**src/design/stff_pkg.sv**
```systemverilog
// Package for the keyed slot table: codes, widths and default sizing.
package stff_pkg;

   localparam int SLOT_COUNT_DEF = 16;

   localparam int CMD_W = 2;
   localparam int KEY_W = 64;
   localparam int TAG_W = 16;
   localparam int STAT_W = 2;
   localparam int INDEX_W = 4;
   localparam int COUNT_W = 5;

   localparam logic [CMD_W-1:0] CMD_PARK = 2'd0;
   localparam logic [CMD_W-1:0] CMD_REMOVE = 2'd1;
   localparam logic [CMD_W-1:0] CMD_LOOKUP = 2'd2;

   localparam logic [STAT_W-1:0] STAT_OK = 2'd0;
   localparam logic [STAT_W-1:0] STAT_FULL = 2'd1;
   localparam logic [STAT_W-1:0] STAT_MISSING = 2'd2;

   typedef logic [KEY_W-1:0] key_type;
   typedef logic [TAG_W-1:0] tag_type;

endpackage

```
**src/design/slot_table_first_free_keyed_core.sv**
```systemverilog
// Keyed slot table: first-free park, remove and lookup by key, one scan unit.
// Each scan reads the slots in order up to the hit, then compares and updates; a miss or
// a full table reads every slot and drains the last compare before the update. Command
// three skips the scan and answers OK with no table change; a stalled result word holds
// the update. One word in flight; ready returns with the result word, and no new word is
// accepted before then.
module slot_table_first_free_keyed_core
   import stff_pkg::*;
#(
   parameter int SLOT_COUNT = SLOT_COUNT_DEF
) (
   input  logic                 clock,
   input  logic                 reset,
   input  logic                 req_valid,
   output logic                 req_ready,
   input  logic [CMD_W-1:0]     req_command,
   input  logic [KEY_W-1:0]     req_plate_key,
   input  logic [TAG_W-1:0]     req_vehicle_tag,
   output logic                 rsp_valid,
   input  logic                 rsp_ready,
   output logic [STAT_W-1:0]    rsp_status,
   output logic [INDEX_W-1:0]   rsp_slot_index,
   output logic [TAG_W-1:0]     rsp_tag_out,
   output logic [COUNT_W-1:0]   rsp_occupied_count,
   output logic                 rsp_is_full
);

   localparam int IDX_W = (SLOT_COUNT > 1) ? $clog2(SLOT_COUNT) : 1;
   localparam int CNT_W = $clog2(SLOT_COUNT + 1);

   localparam logic [1:0] S_IDLE = 2'd0;
   localparam logic [1:0] S_SCAN = 2'd1;
   localparam logic [1:0] S_FINISH = 2'd2;

   logic [1:0]            state_ff, state_in;
   logic [CMD_W-1:0]      cmd_ff, cmd_in;
   key_type               key_ff, key_in;
   tag_type               tag_ff, tag_in;
   logic [CNT_W-1:0]      issue_ff, issue_in;
   logic                  p_valid_ff, p_valid_in;
   logic                  p_used_ff, p_used_in;
   logic [IDX_W-1:0]      p_idx_ff, p_idx_in;
   logic                  found_ff, found_in;
   logic [IDX_W-1:0]      hit_idx_ff, hit_idx_in;
   tag_type               hit_tag_ff, hit_tag_in;
   logic [SLOT_COUNT-1:0] slot_used_ff, slot_used_in;
   logic [CNT_W-1:0]      used_total_ff, used_total_in;
   logic                  rsp_valid_ff, rsp_valid_in;
   logic [STAT_W-1:0]     rsp_status_ff, rsp_status_in;
   logic [INDEX_W-1:0]    rsp_slot_index_ff, rsp_slot_index_in;
   tag_type               rsp_tag_out_ff, rsp_tag_out_in;
   logic [COUNT_W-1:0]    rsp_occupied_count_ff, rsp_occupied_count_in;
   logic                  rsp_is_full_ff, rsp_is_full_in;

   key_type               key_mem [SLOT_COUNT];
   tag_type               tag_mem [SLOT_COUNT];
   key_type               rd_key_ff;
   tag_type               rd_tag_ff;

   logic                  issue_done;
   logic                  issue_en;
   logic [IDX_W-1:0]      issue_idx;
   logic                  is_park;
   logic                  hit;
   logic                  fire;
   logic                  wr_en;

   assign issue_idx  = issue_ff[IDX_W-1:0];
   assign issue_done = (issue_ff == CNT_W'(SLOT_COUNT));
   assign issue_en   = (state_ff == S_SCAN) && !issue_done;
   assign is_park    = (cmd_ff == CMD_PARK);
   assign hit        = p_valid_ff && (is_park ? !p_used_ff : (p_used_ff && rd_key_ff == key_ff));
   assign fire       = (state_ff == S_FINISH) && (!rsp_valid_ff || rsp_ready);
   assign wr_en      = fire && is_park && found_ff;
   assign req_ready  = (state_ff == S_IDLE);

   always_comb begin
      state_in              = state_ff;
      cmd_in                = cmd_ff;
      key_in                = key_ff;
      tag_in                = tag_ff;
      issue_in              = issue_ff;
      p_valid_in            = 1'b0;
      p_used_in             = p_used_ff;
      p_idx_in              = p_idx_ff;
      found_in              = found_ff;
      hit_idx_in            = hit_idx_ff;
      hit_tag_in            = hit_tag_ff;
      slot_used_in          = slot_used_ff;
      used_total_in         = used_total_ff;
      rsp_valid_in          = rsp_valid_ff && !rsp_ready;
      rsp_status_in         = rsp_status_ff;
      rsp_slot_index_in     = rsp_slot_index_ff;
      rsp_tag_out_in        = rsp_tag_out_ff;
      rsp_occupied_count_in = rsp_occupied_count_ff;
      rsp_is_full_in        = rsp_is_full_ff;

      case (state_ff)
         S_IDLE: begin
            if (req_valid) begin
               cmd_in   = req_command;
               key_in   = req_plate_key;
               tag_in   = req_vehicle_tag;
               issue_in = '0;
               found_in = 1'b0;
               if (req_command == CMD_PARK || req_command == CMD_REMOVE ||
                   req_command == CMD_LOOKUP) begin
                  state_in = S_SCAN;
               end else begin
                  state_in = S_FINISH;
               end
            end
         end
         S_SCAN: begin
            if (issue_en) begin
               p_valid_in = 1'b1;
               p_used_in  = slot_used_ff[issue_idx];
               p_idx_in   = issue_idx;
               issue_in   = issue_ff + 1'b1;
            end
            if (hit) begin
               found_in   = 1'b1;
               hit_idx_in = p_idx_ff;
               hit_tag_in = rd_tag_ff;
               p_valid_in = 1'b0;
               state_in   = S_FINISH;
            end else if (issue_done && !p_valid_ff) begin
               state_in = S_FINISH;
            end
         end
         S_FINISH: begin
            if (fire) begin
               rsp_valid_in      = 1'b1;
               rsp_status_in     = STAT_OK;
               rsp_slot_index_in = '0;
               rsp_tag_out_in    = '0;
               if (is_park) begin
                  if (found_ff) begin
                     slot_used_in[hit_idx_ff] = 1'b1;
                     used_total_in            = used_total_ff + 1'b1;
                     rsp_slot_index_in        = INDEX_W'(hit_idx_ff);
                  end else begin
                     rsp_status_in = STAT_FULL;
                  end
               end else if (cmd_ff == CMD_REMOVE || cmd_ff == CMD_LOOKUP) begin
                  if (found_ff) begin
                     rsp_slot_index_in = INDEX_W'(hit_idx_ff);
                     rsp_tag_out_in    = hit_tag_ff;
                     if (cmd_ff == CMD_REMOVE) begin
                        slot_used_in[hit_idx_ff] = 1'b0;
                        used_total_in            = used_total_ff - 1'b1;
                     end
                  end else begin
                     rsp_status_in = STAT_MISSING;
                  end
               end
               rsp_occupied_count_in = COUNT_W'(used_total_in);
               rsp_is_full_in        = (used_total_in >= CNT_W'(SLOT_COUNT));
               state_in              = S_IDLE;
            end
         end
         default: begin
            state_in = S_IDLE;
         end
      endcase
   end

   always_ff @(posedge clock) begin
      if (reset) begin
         state_ff      <= S_IDLE;
         p_valid_ff    <= 1'b0;
         slot_used_ff  <= '0;
         used_total_ff <= '0;
         rsp_valid_ff  <= 1'b0;
      end else begin
         state_ff      <= state_in;
         p_valid_ff    <= p_valid_in;
         slot_used_ff  <= slot_used_in;
         used_total_ff <= used_total_in;
         rsp_valid_ff  <= rsp_valid_in;
      end
   end

   always_ff @(posedge clock) begin
      cmd_ff                <= cmd_in;
      key_ff                <= key_in;
      tag_ff                <= tag_in;
      issue_ff              <= issue_in;
      p_used_ff             <= p_used_in;
      p_idx_ff              <= p_idx_in;
      found_ff              <= found_in;
      hit_idx_ff            <= hit_idx_in;
      hit_tag_ff            <= hit_tag_in;
      rsp_status_ff         <= rsp_status_in;
      rsp_slot_index_ff     <= rsp_slot_index_in;
      rsp_tag_out_ff        <= rsp_tag_out_in;
      rsp_occupied_count_ff <= rsp_occupied_count_in;
      rsp_is_full_ff        <= rsp_is_full_in;
   end

   always_ff @(posedge clock) begin
      if (wr_en) begin
         key_mem[hit_idx_ff] <= key_ff;
         tag_mem[hit_idx_ff] <= tag_ff;
      end
      if (issue_en) begin
         rd_key_ff <= key_mem[issue_idx];
         rd_tag_ff <= tag_mem[issue_idx];
      end
   end

   assign rsp_valid          = rsp_valid_ff;
   assign rsp_status         = rsp_status_ff;
   assign rsp_slot_index     = rsp_slot_index_ff;
   assign rsp_tag_out        = rsp_tag_out_ff;
   assign rsp_occupied_count = rsp_occupied_count_ff;
   assign rsp_is_full        = rsp_is_full_ff;

   a_count_bound: assert property (@(posedge clock) disable iff (reset)
      used_total_ff <= CNT_W'(SLOT_COUNT))
      else $error("occupied count exceeds table size");

   a_count_matches_marks: assert property (@(posedge clock) disable iff (reset)
      used_total_ff == CNT_W'($countones(slot_used_ff)))
      else $error("occupied count disagrees with occupied marks");

   a_word_from_finish: assert property (@(posedge clock) disable iff (reset)
      $rose(rsp_valid_ff) |-> $past(state_ff) == S_FINISH)
      else $error("result word raised outside the update cycle");

   a_full_status_flag: assert property (@(posedge clock) disable iff (reset)
      rsp_valid_ff && rsp_status_ff == STAT_FULL |-> rsp_is_full_ff)
      else $error("full status without full flag");

   a_marks_hold_while_scanning: assert property (@(posedge clock) disable iff (reset)
      state_ff == S_SCAN |=> $stable(slot_used_ff))
      else $error("occupied marks changed during a scan");

endmodule

```
**config.mk**
```make
export PLATFORM = sky130hd
export DESIGN_NAME = slot_table_first_free_keyed_core
export DESIGN_NICKNAME = d
export VERILOG_FILES = /design/src/design/stff_pkg.sv /design/src/design/slot_table_first_free_keyed_core.sv
export SDC_FILE = /design/constraint.sdc
export NUM_CORES = 1
export LEC_CHECK = 0
export BUFFER_PORTS_ARGS = -buffer_cell sky130_fd_sc_hd__clkbuf_2
export CORE_ASPECT_RATIO = 1.1
export CORE_MARGIN = 4
export CORE_UTILIZATION = 35
export DETAILED_ROUTE_END_ITERATION = 12
export HOLD_SLACK_MARGIN = 0.05
export PLACE_DENSITY = 0.52
export SLEW_MARGIN = 0
export SYNTH_ARGS = -nofsm -noshare
export SYNTH_HDL_FRONTEND = slang
export SYNTH_SLANG_ARGS = --single-unit
```
**constraint.sdc**
```tcl
create_clock -name clock -period 7 [get_ports clock]
set_clock_uncertainty 0.2 [all_clocks]
set_input_delay 1.4 -clock clock [delete_from_list [all_inputs] [get_ports clock]]
set_output_delay 1.4 -clock clock [all_outputs]
set_load 0.02 [all_outputs]
```
==> results of run 1 <==
-- cells in the final DEF (no fill, tap or decap), types with 4 or more instances in the layout --
cell,n
edfxtp_1,1500
mux4_2,405
clkbuf_16,163
clkbuf_2,115
clkinv_1,46
buf_4,42
nor2b_1,38
nand2_1,36
xnor2_1,28
clkinv_2,26
dfxtp_1,25
nand3_1,23
nand2b_1,23
nand4_1,22
and2_1,21
clkbuf_1,21
xor2_1,20
nor4_1,20
nor2_1,19
a21oi_1,18
inv_1,16
nor2_4,16
buf_12,15
bufinv_16,14
o21ai_0,10
inv_6,8
nor3_1,6
ha_1,6
clkinv_8,6
and3_1,5
mux2i_1,5
a2111oi_0,4
-- cell type report --
class / instances / area, um^2 / area share, %
Clock buffer: 184 / 4158 / 6.300
Antenna cell: 1 / 2.502 / 0.003792
Tap cell: 2119 / 2651 / 4.017
Clock inverter: 105 / 957.2 / 1.450
Multi-Input combinational cell: 754 / 11420 / 17.30
Inverter: 19 / 76.32 / 0.1156
Sequential cell: 1525 / 45540 / 69.01
Timing Repair Buffer: 172 / 1191 / 1.805
-- report_power, final --
part	switching, mW	internal (mW)
Combinational	0.955	0.889
Clock	3.49	4.78
Sequential	0.209	10.3
Total	4.66	15.9
-- registers in the layout (all words and copies together), names as in the netlist, named ones only --
register and flops:
rd_key_ff 64, state_ff 2, rsp_occupied_count 5, rsp_tag_out 16
p_used_ff 1, key_ff 64, cmd_ff 2, rd_tag_ff 16
tag_mem 256, found_ff 1, hit_tag_ff 16, issue_ff 5
hit_idx_ff 4, p_idx_ff 4, key_mem 1024, used_total_ff 5
rsp_slot_index 4, rsp_valid 1, tag_ff 16, p_valid_ff 1
rsp_status 2
-- worst paths after layout --
path	cells after the start	end
max	7	key_mem[4][13]
max reg2reg	6	key_mem[4][13]
min	0	hit_idx_ff[3]
min reg2reg	0	hit_idx_ff[3]
-- metrics by stage --
| stage | area (um^2) | hold slack [ps] | setup WS, ps | std cells |
|---|---|---|---|---|
| 2_1_floorplan | 57410 | 200.3 | 920.5 | 2409 |
| 3_3_place_gp | 60880 | 202.4 | 2131 | 4589 |
| 3_5_place_dp | 60880 | 205.2 | 2089 | 4589 |
| 4_1_cts | 66000 | 218.5 | 2915 | 4878 |
| 5_1_grt | 66000 | 221.6 | 2718 | 4878 |
| 6_report | 66000 | 210.4 | 2950 | 4879 |
-- Yosys cell counts, types with 2 or more instances --
master / count / area [um^2]
and2_1: 21 / 131.4
edfxtp_1: 1500 / 45040
a21oi_1: 18 / 90.09
buf_1: 14 / 52.55
nor2_1: 36 / 135.1
nor2b_1: 38 / 237.7
and3_1: 5 / 31.28
nand3_1: 23 / 115.1
mux2i_1: 5 / 50.05
nand2_1: 36 / 135.1
ha_1: 6 / 75.07
mux4_2: 405 / 9121
buf_2: 36 / 180.2
dfxtp_1: 25 / 500.5
nand3b_1: 3 / 22.52
nand2b_1: 23 / 143.9
or4b_1: 2 / 20.02
clkbuf_1: 55 / 206.5
or4_1: 2 / 15.01
a2111oi_0: 4 / 35.03
or3_1: 3 / 18.77
nor3_1: 6 / 30.03
and3b_1: 3 / 26.28
o21a_1: 2 / 15.01
xnor2_1: 28 / 245.2
nand4_1: 22 / 137.6
o31ai_1: 2 / 15.01
o2111ai_1: 2 / 17.52
inv_1: 19 / 71.32
o21ai_0: 10 / 50.05
xor2_1: 20 / 175.2
buf_6: 5 / 56.30
nor4_1: 20 / 125.1
-- cells by family (layout without fill, tap and decap cells) --
group,after synthesis,count (layout),synth area share [%]
DFF,1525,1525,79.33
muxes,410,410,15.97
and+or+nand+nor,248,248,2.393
buffers and inverters,130,480,1.000
xor gates and xnor gates,48,48,0.7322
AOI/OAI and AO/OA,42,42,0.4446
adders and majority gates,6,6,0.1308
other,0,1,0
-- metal layers --
layer  share of wire, %  wire [um]  GRT usage (%)
met4                2.2       3005          4.400
met3                5.6       7502          3.517
met2                 49      66140          25.91
met1                 43      58050          21.59
met5              0.024         32              0
-- worst max-delay path: cells and delay by family --
kind                   cells  cell delay [ps]
buffers and inverters      2              830
AND/OR/NAND/NOR            5             1980
==> results.toml, run 1 <==
[synth]
synth-seq-area-share_pct = 79.33
yosysWarnings = 0
synth_area_per_cell_um2 = 23.83
ys_types = 43
synth_area_mm2 = 0.05741
synth-edff-count = 1500
synth-seq-cells = 1525
async_flop_share_pct = 0
synth_nets = 2501
synth_ff_type = "edfxtp_1"
postSynthCellCount = 2409

[global_route]
grt_pass1_wl_um = 195600
grt_util_all_layers_pct = 15.88
grt_pass1_vias = 27170
grt_overflow = 0
grt_antenna_before_repair = 6
grt_start_max_net_pins = 157

[finish]
final_nets = 2723
area_delta_synth_final_pct = 14.95
utilization_pct = 40.56
drive_gt1_share_pct = 29.76
n_fill_cell = 14010

[detailed_routing]
drc = 0
drt_iter0_markers = 2117
vias_per_cell = 5.251
wl_um = 134700
ant_nets = 0
dr_total_vias = 25620
drt_first_pass_iters = 8
wl_per_cell_um = 27.61

[placed_design]
port_buffers = 115
gp_congestion = 0.8455
hpwlAfterDp_um = 73350

[pwr]
total_power_mw = 20.60
ir_drop_mv = 0.2280
power.density_mw_per_mm2 = 312.1
p_leak_nw = 20.28

[critical_path]
critical-path-max-stage-delay_ps = 800
worstSetupStartpointType = "input pin"
startpoint = "rsp_ready"
path_cells = "clkbuf_2, nand2b_1, nand2b_1, nor2_1, nand3b_1, nor2_4, buf_4"
worstPathArrival_ps = 4240
critPathKind = "input pin to register"
crit_top_cell = "nand2b_1"
worstPathMaxFanout = 36
cp.required_ps = 7190
r2r_start = "state_ff[0]"
worstSetupEndpointType = "register"
reg2reg_slack_ps = 3160
worst_path_max_delay_cell = "nor2_4"

[timing]
worst_slew_pin_slew_ps = 1145
min_period_ps = 4050
fmax_mhz = 246.9
final-setup-viol-count = 0
maxSlewViolCount = 0
period_share_pct = 57.86
final-hold-violation-count = 0
fin_tns_setup_ps = 0
slew_headroom_pct = 23.69
rsz0062_at_grt = "no"

[cts]
cts-htree-levels = 4
clk_pin_slew_ps = 60
clkSinkCount = 1525
cts_tree = "built"
insertion_delay_ps = 790
cts-root-buf = "clkbuf_16"
post_cts_buffers = 0
cts-buffers-inserted = 159
cts_buffer_depth = 3
cts_hold_buf = 0
cts_resized = 0

[worst_hold_path]
hold_start = "p_idx_ff[3]"
hold_path_class = "register to register"

[floorplan]
dieArea_mm2 = 0.1706
coreArea_mm2 = 0.1627
start_util_pct = 35.29
ios = 116
fp-row-count = 155
die_w_um = 394.2
die_y_um = 432.8

[job]
timing.max_cap.violations = 0

[run_status]
outcome = "finished, final reports clean"
(Power assumes the default switching activity.)
==> run 2: changes to the inputs <==
--- a/config.mk
+++ b/config.mk
@@ -5,13 +5,14 @@
 export SDC_FILE = /design/constraint.sdc
 export NUM_CORES = 1
 export LEC_CHECK = 0
+export ABC_AREA = 1
 export BUFFER_PORTS_ARGS = -buffer_cell sky130_fd_sc_hd__clkbuf_2
 export CORE_ASPECT_RATIO = 1.1
 export CORE_MARGIN = 4
 export CORE_UTILIZATION = 35
 export DETAILED_ROUTE_END_ITERATION = 12
 export HOLD_SLACK_MARGIN = 0.05
-export PLACE_DENSITY = 0.52
+export PLACE_DENSITY = 0.53
 export SLEW_MARGIN = 0
 export SYNTH_ARGS = -nofsm -noshare
 export SYNTH_HDL_FRONTEND = slang
==> constraint.sdc (replaced) <==
create_clock -name clock -period 3.69 [get_ports clock]
set_clock_uncertainty 0.2 [all_clocks]
set_input_delay 0.738 -clock clock [delete_from_list [all_inputs] [get_ports clock]]
set_output_delay 0.738 -clock clock [all_outputs]
set_load 0.02 [all_outputs]
==> run 2 against run 1 <==
Against the previous run: synthesized area rose by 2.1%; global-route usage rose by 1.7 points; non-clock buffer count rose by 145; core utilization rose by 0.44 points; register-to-register slack got worse by 2700 ps; sequential cell count did not move; clock power rose by 87%; synthesized cell count rose by 79%; critical path depth rose by 6; largest power group unchanged; highest routed layer unchanged.
==> results.toml, run 2 <==
[run_status]
outcome = "finished, final reports clean"

[critical_path]
path_cells = "inv_1, nand2_1, nand2_1, nor2_1, nand2_1, nor2_1, nand3_1, nor2_1, nand2_1, nand2_1, nand3_1, inv_1, buf_12"
worstPathArrival_ps = 3480
critPathKind = "register to register"
cp.required_ps = 3940
critical-path-max-stage-delay_ps = 680
worst_path_max_delay_cell = "edfxtp_1"
worstSetupEndpointType = "register"
crit_top_cell = "nand2_1"
worstPathMaxFanout = 20
r2r_end = "hit_tag_ff[6]"
reg2reg_slack_ps = 460
worstSetupStartpointType = "register"
r2r_start = "key_ff[5]"
reg2reg_depth = 13

[synth]
synth_area_leaders = "edfxtp_1 77%, nor2_1 4.9%, o21ai_0 4.1%"
yosysMostFrequentCell = "edfxtp_1"
synth_nets = 4405
synth_ff_type = "edfxtp_1"
async_flop_share_pct = 0
synth_area_mm2 = 0.05859
synth-edff-count = 1500
postSynthCellCount = 4313
yosysTopAreaCell = "edfxtp_1"
synth-seq-cells = 1525
synth_area_per_cell_um2 = 13.59
ys_types = 32
synth-seq-area-share_pct = 77.73
synth_common_cells = "1500 x edfxtp_1, 771 x nor2_1, 484 x o21ai_0, 454 x nand2_1, 325 x o22ai_1"
yosysTopAreaCellShare_pct = 76.87
yosysWarnings = 0

[worst_hold_path]
worst_hold_path.num_cells = 1
min_to = "key_ff[51]"
hold_start = "req_plate_key[51]"
hold_path_class = "input pin to register"

[detailed_routing]
drc = 0
drt_iter0_markers = 3226
wl_per_cell_um = 22.63
ant_nets = 0
drt_first_pass_iters = 7
dr_total_vias = 35630
wl_um = 155500
vias_per_cell = 5.185

[global_route]
grt_pass1_wl_um = 230100
grt_start_max_net_pins = 225
grt_antenna_before_repair = 3
grt_overflow = 0
grt_pass1_vias = 34340
grt_util_all_layers_pct = 17.61

[timing]
fmax_mhz = 309.7
min_period_ps = 3229
worst_slew_pin_slew_ps = 1373
final-hold-violation-count = 0
period_share_pct = 87.50
rsz0062_at_grt = "no"
setup_slack_ps = 461.1
fin_tns_setup_ps = 0
final-setup-viol-count = 0
maxSlewViolCount = 0
slew_headroom_pct = 8.491

[finish]
final_cell_mix = "1500 x edfxtp_1, 751 x nor2_1, 484 x o21ai_0, 454 x nand2_1, 325 x o22ai_1"
area_delta_synth_final_pct = 16.44
reg.largest.list = "key_mem: 1024 flops, tag_mem: 256 flops"
instances_no_fill = 6872
drive_gt1_share_pct = 10.49
final_common_cell = "edfxtp_1"
final_cell_area_mm2 = 0.06823
largest_reg_flops = 1024
final_nets = 4622
regArea_mm2 = 0.04554
multi_input_area_mm2 = 0.01139
n_fill_cell = 15340
top_register = "key_mem"
utilization_pct = 41.01

[cts]
cts-buffers-inserted = 155
cts-root-buf = "clkbuf_16"
clkSinkCount = 1525
post_cts_buffers = 0
cts_tree = "built"
cts-htree-levels = 4
cts_buffer_depth = 3
clk_pin_slew_ps = 60
insertion_delay_ps = 770

[placed_design]
dp_cells = 6518
port_buffers = 115
gp_congestion = 0.7449
hpwlAfterDp_um = 74600
post-place-ws_ps = 395.6
dpl-instance-area_mm2 = 0.06244

[pwr]
p_leak_nw = 22.36
power.density_mw_per_mm2 = 745.4
ir_drop_mv = 0.7640

[floorplan]
ios = 116
coreArea_mm2 = 0.1664
die_y_um = 437.1
die_w_um = 398.1
fp-row-count = 157
dieArea_mm2 = 0.1740
start_util_pct = 35.22

[job]
timing.max_cap.violations = 0
-- run 2: cell types whose count changed after synthesis, sizes merged, moves of 20 or more --
cell    before  now
inv         19  122
o22ai        1  325
nor2b       38    0
and2        21    0
nand4       22   85
clkbuf      55  177
nor2        36  772
mux4       405    0
buf         56   80
nor4        20    0
nand2       36  455
nand2b      23    0
o21ai       10  689
-- run 2: worst max-delay path by stage --
stage / end / from
2_1_floorplan: key_mem[2][0] / rsp_ready
3_3_place_gp: hit_tag_ff[12] / key_ff[5]
3_5_place_dp: hit_tag_ff[12] / key_ff[5]
4_1_cts: hit_tag_ff[5] / key_ff[5]
5_1_grt: hit_tag_ff[6] / key_ff[5]
6_report: hit_tag_ff[6] / key_ff[5]
-- run 2: metrics by stage --
step,power (mW),hold WS [ps]
6_report,50.85,101.8
5_1_grt,53.51,70.25
4_1_cts,51.38,51.76
3_5_place_dp,35.69,205.6
3_3_place_gp,35.63,200.4
2_1_floorplan,31.27,200.3
-- run 2: cell type report --
cell class                 instances  share of cell area [%]
clock inverter                    78                   1.216
sequential                      1525                   66.75
antenna                            2                0.007336
multi-input combinational       2409                   16.69
timing repair buffer             317                   4.482
inverter                         122                  0.7042
clock buffer                     193                   6.061
tap                             2226                   4.082
-- run 2: cells by family (layout without fill, tap and decap cells) --
group | Yosys count | after routing | synth area share, %
XOR/XNOR | 27 | 27 | 0.4036
AO/OA/AOI/OAI | 1043 | 1043 | 9.630
buffers and inverters | 379 | 710 | 3.124
flip-flops | 1525 | 1525 | 77.73
adder cells (fa/ha/maj) | 6 | 6 | 0.1281
AND/OR/NAND/NOR | 1333 | 1333 | 8.988
other | 0 | 2 | 0
-- run 2: where the power goes --
| part | total [mW] | switching (mW) | internal (mW) |
|---|---|---|---|
| clock network | 15.5 | 6.44 | 9.10 |
| registers | 22.2 | 0.977 | 21.2 |
| logic | 13.1 | 9.32 | 3.82 |
| total | 50.9 | 16.7 | 34.1 |
-- run 2: per-layer routing --
metal | up-vias | global-route usage [%] | part of all wire [%]
li1 | 16270 | - | -
met1 | 18050 | 24.72 | 45
met2 | 1034 | 28.31 | 47
met3 | 271 | 2.577 | 5.4
met4 | 2 | 5.641 | 2.7
met5 | - | 0 | 0.0096
-- run 2: critical path, delay by kind of cell, from the launching register on --
kind                   cells  cell delay (ps)
buffers and inverters      3              390
flip-flops                 1              680
AND/OR/NAND/NOR           10             1600
-- run 2: repair_timing --
action	in CTS	in global routing
hold endpoints to repair	81	0
gates resized for setup	0	0
hold buffers	81	0
